`src/hw/rtl/trismo_pkg.sv`:
```
// Package for the triangular window smoother.
// Sizing constants and the beat types of the input and output channels.
// No dependencies.
package trismo_pkg;

  localparam int MAX_HALF    = 15;
  localparam int SAMPLE_BITS = 16;
  localparam int CFG_W       = 4;
  localparam int HALF_RESET  = 1;
  localparam int HALF_W      = $clog2(MAX_HALF + 1);
  localparam int LINE_DEPTH  = 2 * MAX_HALF + 1;
  localparam int LINE_W      = $clog2(LINE_DEPTH);
  localparam int CNT_W       = 5;
  localparam int COUNT_MAX   = 31;
  localparam int TOT_W       = $clog2((MAX_HALF + 1) * (MAX_HALF + 1) + 1);
  localparam int ACC_W       = SAMPLE_BITS + TOT_W;
  localparam int DIV_W       = $clog2(ACC_W);
  localparam int EMIT_W      = HALF_W + 1;

  typedef struct packed {
    logic signed [SAMPLE_BITS-1:0] sample;
    logic                          last_sample;
  } sample_beat_t;

  typedef struct packed {
    logic signed [SAMPLE_BITS-1:0] smoothed;
    logic                          last_result;
  } result_beat_t;

endpackage

```
`src/hw/rtl/triangular_window_smoother.sv`:
```
// Top level of the triangular window smoother.
// Depends on trismo_pkg for constants and beat types.
// Steps per sample: MAC over the 2h+1 taps, absolute value, bit-serial divide over ACC_W (25)
// quotient bits, sign restore, then emit of its result beats, each held while the output stalls.
// A last sample also emits the extra beats that flush the window.
// A sample that yields no result and needs no mean is taken without leaving idle. One shared MAC and a
// bit-serial restoring divider do the work; one sample is in work at a time.
// Reset: asynchronous active low; half width returns to 1, position count to 0.
module triangular_window_smoother
  import trismo_pkg::*;
(
  input  logic         clk_i,
  input  logic         rst_ni,
  input  logic         in_valid_i,
  output logic         in_ready_o,
  input  sample_beat_t in_data_i,
  output logic         out_valid_o,
  input  logic         out_ready_i,
  output result_beat_t out_data_o,
  input  logic         cfg_valid_i,
  output logic         cfg_ready_o,
  input  logic [CFG_W-1:0] cfg_data_i
);

  typedef enum logic [2:0] {
    ST_IDLE, ST_MAC, ST_ABS, ST_DIV, ST_FIN, ST_EMIT
  } state_e;

  state_e              state_q, state_d;
  logic [CFG_W-1:0]    half_width_q;
  logic [CNT_W-1:0]    pos_q, pos_d;
  logic                out_valid_q, out_valid_d;
  logic [EMIT_W-1:0]   emit_left_q, emit_left_d;
  logic [DIV_W-1:0]    div_cnt_q, div_cnt_d;
  logic [LINE_W-1:0]   k_q, k_d;

  logic signed [SAMPLE_BITS-1:0] delay_q [LINE_DEPTH];
  logic [HALF_W-1:0]   h_q, h_d;
  logic                last_q, last_d;
  logic                first_q, first_d;
  logic signed [ACC_W-1:0] acc_q, acc_d;
  logic [ACC_W-1:0]    mag_q, mag_d;
  logic                neg_q, neg_d;
  logic [TOT_W-1:0]    rem_q, rem_d;
  logic [TOT_W-1:0]    total_q, total_d;
  logic signed [SAMPLE_BITS-1:0] val_q, val_d;
  result_beat_t        out_q, out_d;

  logic                in_fire;
  logic [HALF_W-1:0]   h_eff;
  logic [EMIT_W-1:0]   h_plus1;
  logic [CNT_W:0]      i_ext;
  logic                i_ge_h, i_ge_2h;
  logic [EMIT_W-1:0]   emit_cnt;
  logic [LINE_W:0]     tap_gap;
  logic [EMIT_W-1:0]   weight;
  logic signed [SAMPLE_BITS+EMIT_W:0] prod;
  logic [TOT_W:0]      rem_sh;
  logic                rem_ge;
  logic [ACC_W-1:0]    neg_mag;
  logic                out_free;

  function automatic logic [EMIT_W-1:0] h_plus1_q();
    return EMIT_W'(h_q) + EMIT_W'(1);
  endfunction

  assign in_ready_o  = (state_q == ST_IDLE);
  assign cfg_ready_o = 1'b1;
  assign out_valid_o = out_valid_q;
  assign out_data_o  = out_q;
  assign in_fire     = in_valid_i & in_ready_o;
  assign out_free    = ~out_valid_q | out_ready_i;

  assign h_eff   = (int'(half_width_q) > MAX_HALF) ? HALF_W'(MAX_HALF) : HALF_W'(half_width_q);
  assign h_plus1 = EMIT_W'(h_eff) + EMIT_W'(1);
  assign i_ext   = (CNT_W+1)'(pos_q);
  assign i_ge_h  = i_ext >= (CNT_W+1)'(h_eff);
  assign i_ge_2h = i_ext >= ((CNT_W+1)'(h_eff) << 1);

  always_comb begin
    if (in_data_i.last_sample) begin
      emit_cnt = i_ge_h ? h_plus1 : EMIT_W'(i_ext + 1'b1);
    end else begin
      emit_cnt = i_ge_h ? EMIT_W'(1) : EMIT_W'(0);
    end
  end

  // triangular weight of tap k
  always_comb begin
    if ((LINE_W+1)'(k_q) > (LINE_W+1)'(h_q)) begin
      tap_gap = (LINE_W+1)'(k_q) - (LINE_W+1)'(h_q);
    end else begin
      tap_gap = (LINE_W+1)'(h_q) - (LINE_W+1)'(k_q);
    end
    weight = EMIT_W'((LINE_W+1)'(h_q) + 1'b1 - tap_gap);
    prod   = delay_q[k_q] * $signed({1'b0, weight});
  end

  assign rem_sh  = {rem_q, mag_q[ACC_W-1]};
  assign rem_ge  = rem_sh >= {1'b0, total_q};
  assign neg_mag = ACC_W'(0) - mag_q;

  always_comb begin
    state_d     = state_q;
    pos_d       = pos_q;
    out_valid_d = out_valid_q & ~out_ready_i;
    emit_left_d = emit_left_q;
    div_cnt_d   = div_cnt_q;
    k_d         = k_q;
    h_d         = h_q;
    last_d      = last_q;
    first_d     = first_q;
    acc_d       = acc_q;
    mag_d       = mag_q;
    neg_d       = neg_q;
    rem_d       = rem_q;
    total_d     = total_q;
    val_d       = val_q;
    out_d       = out_q;
    unique case (state_q)
      ST_IDLE: begin
        if (in_fire) begin
          h_d         = h_eff;
          last_d      = in_data_i.last_sample;
          first_d     = 1'b1;
          emit_left_d = emit_cnt;
          acc_d       = '0;
          k_d         = '0;
          val_d       = '0;
          if (in_data_i.last_sample) begin
            pos_d = '0;
          end else if (int'(pos_q) < COUNT_MAX) begin
            pos_d = pos_q + 1'b1;
          end
          if (i_ge_h && i_ge_2h) begin
            state_d = ST_MAC;
          end else if (emit_cnt != '0) begin
            state_d = ST_EMIT;
          end
        end
      end
      ST_MAC: begin
        acc_d = acc_q + ACC_W'(prod);
        k_d   = k_q + 1'b1;
        if (k_q == LINE_W'({h_q, 1'b0})) begin
          state_d = ST_ABS;
        end
      end
      ST_ABS: begin
        neg_d     = acc_q[ACC_W-1];
        mag_d     = acc_q[ACC_W-1] ? ACC_W'(-acc_q) : ACC_W'(acc_q);
        rem_d     = '0;
        total_d   = TOT_W'(h_plus1_q()) * TOT_W'(h_plus1_q());
        div_cnt_d = '0;
        state_d   = ST_DIV;
      end
      ST_DIV: begin
        rem_d     = rem_ge ? TOT_W'(rem_sh - {1'b0, total_q}) : TOT_W'(rem_sh);
        mag_d     = {mag_q[ACC_W-2:0], rem_ge};
        div_cnt_d = div_cnt_q + 1'b1;
        if (div_cnt_q == DIV_W'(ACC_W - 1)) begin
          state_d = ST_FIN;
        end
      end
      ST_FIN: begin
        val_d   = neg_q ? SAMPLE_BITS'(neg_mag) : SAMPLE_BITS'(mag_q);
        state_d = ST_EMIT;
      end
      ST_EMIT: begin
        if (out_free) begin
          out_valid_d       = 1'b1;
          out_d.smoothed    = first_q ? val_q : '0;
          out_d.last_result = last_q && (emit_left_q == EMIT_W'(1));
          first_d           = 1'b0;
          emit_left_d       = emit_left_q - 1'b1;
          if (emit_left_q == EMIT_W'(1)) begin
            state_d = ST_IDLE;
          end
        end
      end
      default: state_d = ST_IDLE;
    endcase
  end

  always_ff @(posedge clk_i or negedge rst_ni) begin
    if (!rst_ni) begin
      state_q      <= ST_IDLE;
      pos_q        <= '0;
      out_valid_q  <= 1'b0;
      emit_left_q  <= '0;
      div_cnt_q    <= '0;
      k_q          <= '0;
      half_width_q <= CFG_W'(HALF_RESET);
    end else begin
      state_q     <= state_d;
      pos_q       <= pos_d;
      out_valid_q <= out_valid_d;
      emit_left_q <= emit_left_d;
      div_cnt_q   <= div_cnt_d;
      k_q         <= k_d;
      if (cfg_valid_i && cfg_ready_o) begin
        half_width_q <= cfg_data_i;
      end
    end
  end

  always_ff @(posedge clk_i) begin
    h_q     <= h_d;
    last_q  <= last_d;
    first_q <= first_d;
    acc_q   <= acc_d;
    mag_q   <= mag_d;
    neg_q   <= neg_d;
    rem_q   <= rem_d;
    total_q <= total_d;
    val_q   <= val_d;
    out_q   <= out_d;
    if (in_fire) begin
      delay_q[0] <= in_data_i.sample;
      for (int j = 1; j < LINE_DEPTH; j++) begin
        delay_q[j] <= delay_q[j-1];
      end
    end
  end

endmodule

```
`config.mk`:
```
export PLATFORM = sky130hd
export DESIGN_NAME = triangular_window_smoother
export DESIGN_NICKNAME = d
export VERILOG_FILES = /design/src/hw/rtl/trismo_pkg.sv /design/src/hw/rtl/triangular_window_smoother.sv
export SDC_FILE = /design/constraint.sdc
export NUM_CORES = 1
export LEC_CHECK = 0
export CORE_ASPECT_RATIO = 0.6
export CORE_MARGIN = 2
export CORE_UTILIZATION = 40
export DETAILED_ROUTE_END_ITERATION = 8
export DONT_BUFFER_PORTS = 1
export PLACE_DENSITY_LB_ADDON = 0.25
export RECOVER_POWER = 50
export SETUP_SLACK_MARGIN = 0.5
export SLEW_MARGIN = 20
export SYNTH_ARGS = -nofsm -noshare
export SYNTH_HDL_FRONTEND = slang
export SYNTH_SLANG_ARGS = --single-unit
```
`constraint.sdc`:
```
create_clock -name clk_i -period 21.7 [get_ports clk_i]
set_input_delay 3.255 -clock clk_i [delete_from_list [all_inputs] [get_ports clk_i]]
set_output_delay 3.255 -clock clk_i [all_outputs]
set_load 0.05 [all_outputs]
```
==> out/qor.yml, run 1 <==
synth_cell_type_count: 73
crit_slowest_cell: "clkbuf_1"
min_path_type: "reg -> reg"
dp_hpwl_um: 39200
ys_top_cells_by_count: "edfxtp_1, inv_1, mux4_2"
dr.pass1.iters: 5
synth_most_common_cell: "edfxtp_1"
status: "finished with violations"
io_pins: 46
grt_use_met1_pct: 24.9
drt-initial-drc-count: 1376
clock_path_buffers: 3
skew_ns: 0.0202
synth_edf_count: 603
vias_per_cell: 5.42
antenna_cells: 0
fp.dieH_um: 219
post-route-min-period_ns: 11.34
antenna_found_initial: 0
crit_buf_inv: 4
syn2layout_area_growth_pct: 9.72
cts_max_level: 2
min_period_over_period_pct: 52.2
synthCells: 2014
ys.flop_type: "edfxtp_1"
setup_tns_ns: 0
tightest_slew_ns: 4.05
synth_seq_cells: 631
synth_area_per_cell_sq_um: 15.3
cp_max_fo: 50
final_layout_size_suffix_gt1_share_pct: 13.3
start_util_pct: 40.5
numCtsBuffers: 59
grt_pass1_wl_um: 97200
crit_type: "reg -> reg"
async_reset_ff_share_pct: 4.44
cts_tree: "yes"
drv_cap: 3
syn_area_sq_um: 30700
gr-total-overflow: 0
synthTopCellsByArea: "edfxtp_1, mux4_2, fa_1"
final_nets: 2223
rows: 78
post_cts_buffers: 0
timing.fmax_mhz: 88.2
critPathMaxStageDelay_ns: 2.84
synth_top_area_share_pct: 58.9
grt_usage_pct: 15.5
final_hold_viol_count: 0
io_buffers: 0
syn-num-nets: 2221
drc: 0
slew_headroom_pct: -170
drt-total-wl_um: 59500
grt_max_degree: 128
synth_top_area_cell: "edfxtp_1"
die_area_sq_um: 79100
final_max_slew_viol_count: 128
busiest_layer: "met1"
clk_pin_slew_ns: 0.07
core_area_sq_um: 75800
root_buffer: "clkbuf_16"
cp.required_ns: 22.19
grt_use_met2_pct: 21.2
arrival_ns: 11.83
die_x_um: 362
setup-violations-final: 0
critPathLaunchType: "flop"
clock_sinks: 631
crit_top_cell: "ha_1"
cts_resized: 0
timing.critical_path.max_delay_family: "buffers and inverters"
gp_congestion: 0.827
ant_nets: 0
wl_per_cell_um: 19.4
hold_buffers: 0
met3_usage_pct: 3.07
clock_latency_ns: 0.64
failed_checks: "capacitance limit, slew limit"
endpoint_kind: "flop"
vias: 16610
yosys_warnings: 0
first_global_vias: 16897
rsz0062_at_grt: "no"
seq_area_frac_synth_pct: 61.2
## logic make-up (layout without fill, tap and decap cells)
| kind of cell | count (synthesis) | after routing | synth area share [%] |
|---|---|---|---|
| muxes | 186 | 186 | 11.9 |
| adders and majority gates | 181 | 181 | 9.22 |
| xor gates and xnor gates | 73 | 73 | 2.08 |
| and+or+nand+nor | 404 | 404 | 6.40 |
| AOI/OAI and AO/OA | 282 | 282 | 5.78 |
| buffers and inverters | 255 | 304 | 3.38 |
| other | 2 | 2 | 0.0244 |
| DFF | 631 | 631 | 61.2 |
## worst register-to-register path, delay by kind of cell (launching register included)
| family | cells | cell delay, ns |
|---|---|---|
| compound gates | 8 | 1.99 |
| mux | 2 | 0.43 |
| xor+xnor | 2 | 0.30 |
| simple gates | 6 | 1.60 |
| fa+ha+maj | 8 | 3.22 |
| flops | 1 | 0.38 |
| buf+inv | 4 | 3.30 |
## registers in the layout, summed over array words and instances, names as in the netlist, 3 cells and up
name / count
emit_left_q: 5
mag_q: 25
rem_q: 9
acc_q: 25
state_q: 3
delay_q: 496
val_q: 16
pos_q: 5
div_cnt_q: 5
k_q: 5
h_q: 4
total_q: 8
out_data_o: 17
h_eff: 4
## metrics by stage
| step | setup WS, ns | utilization (%) | instances | hold WS [ns] | area [sq um] |
|---|---|---|---|---|---|
| finish | 10.36 | 44.5 | 3063 | 0.436 | 33700 |
| global route | 9.19 | 44.5 | 3063 | 0.446 | 33700 |
| CTS | 12.51 | 44.5 | 3063 | 0.432 | 33700 |
| detailed placement | 12.54 | 41.9 | 2955 | 0.427 | 31800 |
| global placement | 12.69 | 41.9 | 2955 | 0.421 | 31800 |
| floorplan | 5.06 | - | 2014 | 0.421 | 30700 |
## area by class of cell
class | instances | area, sq um
Clock buffer | 71 | 1520
Fill cell | 6553 | 42100
Clock inverter | 37 | 430
Multi-Input combinational cell | 1128 | 10900
Timing Repair Buffer | 20 | 139
Sequential cell | 631 | 18800
Tap cell | 1000 | 1250
Inverter | 176 | 668
## metal layers
metal  vias up  routed length, um  share of wire (%)
met5         -                118               0.20
li1       7602                  -                  -
met4         2               1020                1.7
met2       375              24200                 41
met3        77               3180                5.3
met1      8554              31000                 52
## worst paths after layout
path	start	endpoint	slack (ns)	cells after the start
max	k_q[0]	acc_q[23]	10.36	30
min	delay_q[18][3]	delay_q[19][3]	0.44	0
max reg2reg	k_q[0]	acc_q[23]	10.36	30
min reg2reg	delay_q[18][3]	delay_q[19][3]	0.44	0
max in group asynchronous	rst_ni	h_eff[0]	19.21	0
min in group asynchronous	rst_ni	pos_q[4]	2.32	0
## cells in the final DEF, fill, tap and decap left out, types with 30 or more instances in the layout
cell type,instances
nor3_1,37
fa_1,76
mux4_2,141
clkbuf_16,59
ha_1,105
xnor2_1,45
a21oi_1,54
mux2i_1,32
inv_1,171
edfxtp_1,603
o21ai_0,96
nand2_1,99
nor2_1,106
nor2b_1,30
Power of run 1 is left out: the tool's default activity adds up to more than one toggle a clock period on the data nets, which glitch-free logic cannot reach.
==> run 2: changes to the inputs <==
- ABC_AREA: default -> 1
- clock period: 21.7 -> 9.8 ns (I/O delays scaled with it)
==> run 2 against run 1 <==
- the run still ends with capacitance limit, slew limit left
- clock-buffer cell count is 9 higher
- largest cell class unchanged
- hold slack got worse by 0.011 ns
- clock skew rose by 0.021 ns
==> out/qor.yml, run 2 <==
final_layout_size_suffix_gt1_share_pct: 4.81
antenna_cells: 0
final_max_slew_viol_count: 111
numCtsBuffers: 66
start_util_pct: 40.7
rsz0062_at_grt: "no"
yosys_warnings: 0
setup-violations-final: 0
synth_xor_area_share_pct: 1.27
placed_cell_area_sq_um: 32700
final_hold_viol_count: 0
async_reset_ff_share_pct: 4.44
drc: 0
rows: 79
die_x_um: 367
final_nets: 3214
grt_max_degree: 199
synthTopCellsByArea: "edfxtp_1, nand2_1, nand3_1"
syn-num-nets: 3258
timing.critical_path.max_delay_family: "adder cells"
dr.pass1.iters: 5
antenna_found_initial: 1
gr-total-overflow: 0
ys_top_cells_by_count: "nand2_1, edfxtp_1, nand3_1"
min_period_over_period_pct: 83.6
synthAdderAreaFrac_pct: 8.94
root_buffer: "clkbuf_16"
syn2layout_area_growth_pct: 9.87
gp_congestion: 0.906
vias: 21615
cts_tree: "yes"
clock_path_buffers: 3
cts_max_level: 3
drv_cap: 3
dp_hpwl_um: 46700
synth_mux_area_share_pct: 0.0710
slew_headroom_pct: -44.8
final_area_sq_um: 34800
endpoint_kind: "flop"
synth_cell_type_count: 48
top_regs: "delay_q (496), acc_q (25), mag_q (25)"
cp_max_fo: 92
crit_type: "reg -> reg"
grt_pass1_wl_um: 120000
post_cts_buffers: 0
synth_top_area_cell: "edfxtp_1"
clock_latency_ns: 0.63
timing.fmax_mhz: 122
synth-compound-area-share_pct: 7.75
io_buffers: 0
clock_sinks: 631
largest_reg_flops: 496
grt_usage_pct: 18.3
synth_area_per_cell_sq_um: 10.4
dp_cells: 3992
synth_edf_count: 603
seq_area_frac_synth_pct: 59.3
critPathLaunchType: "flop"
wl_per_cell_um: 18.1
layout_common_cells: "nand2_1, edfxtp_1, nand3_1, inv_1, nor2_1"
regMostFlops: "delay_q"
die_area_sq_um: 81600
drt-initial-drc-count: 2148
crit_top_cell: "fa_1"
fin_util_pct: 44.7
core_area_sq_um: 78000
synth_seq_cells: 631
hold_ws_ns: 0.425
fp.dieH_um: 222
ys.flop_type: "edfxtp_1"
synth_most_common_cell: "nand2_1"
drt-total-wl_um: 74300
multiInputGateArea_sq_um: 11100
min_path_type: "reg -> reg"
tightest_slew_ns: 2.17
clk_pin_slew_ns: 0.07
fin_cells: 4110
io_pins: 46
failed_checks: "capacitance limit, slew limit"
synth_top_family_by_area: "simple AND/OR/NAND/NOR gates"
hold_buffers: 0
cts_resized: 0
status: "finished with violations"
fillers: 7227
regArea_sq_um: 18800
synth_top_area_share_pct: 57.1
crit_buf_inv: 5
synthCells: 3051
vias_per_cell: 5.26
syn_area_sq_um: 31700
crit_slowest_cell: "dfrtp_4"
skew_ns: 0.0410
ant_nets: 0
post-route-min-period_ns: 8.19
arrival_ns: 8.56
synthSimpleGateAreaFrac_pct: 17.0
layout_commonest_cell: "nand2_1"
critPathMaxStageDelay_ns: 0.88
cp.required_ns: 10.17
first_global_vias: 20980
==> run 2: metrics by stage <==
step	worst slack [ns]	setup TNS [ns]
floorplan	-0.745	-24.18
global placement	1.69	0
detailed placement	1.72	0
CTS	1.68	0
global route	1.16	0
finish	1.61	0
==> run 2: area by class of cell <==
class                      count  area share [%]
clock buffer                  80            4.89
clock inverter                38            1.36
inverter                     309            3.36
multi-input combinational   1974            31.9
sequential                   631            54.0
tap                         1053            3.78
timing repair buffer          25           0.661
==> run 2: cell families (layout without fill, tap and decap cells) <==
logic type / count (synthesis) / count (layout)
simple gates: 1294 / 1294
flops: 631 / 631
compound gates: 449 / 449
buf+inv: 446 / 452
fa+ha+maj: 181 / 181
xor+xnor: 46 / 46
other cells: 2 / 2
mux: 2 / 2
==> run 2: metal layers <==
layer	track usage, %	vias to the layer above	routed length (um)
met5	0	-	0
met2	25.3	646	30600
met4	4.09	0	1210
met1	29.4	10535	37800
met3	3.06	87	4550
li1	-	10347	-
==> run 2: path summary, 6_finish.rpt <==
path                                 from        endpoint  slack, ns  cells after the start
max                                k_q[0]       acc_q[19]       1.61                     25
min                        delay_q[23][5]  delay_q[24][5]       0.42                      0
max reg2reg                        k_q[0]       acc_q[19]       1.61                     25
min reg2reg                delay_q[23][5]  delay_q[24][5]       0.42                      0
max in group asynchronous          rst_ni        h_eff[0]       9.08                      0
min in group asynchronous          rst_ni  emit_left_q[4]       0.53                      0
Power of run 2 is left out for the same reason.
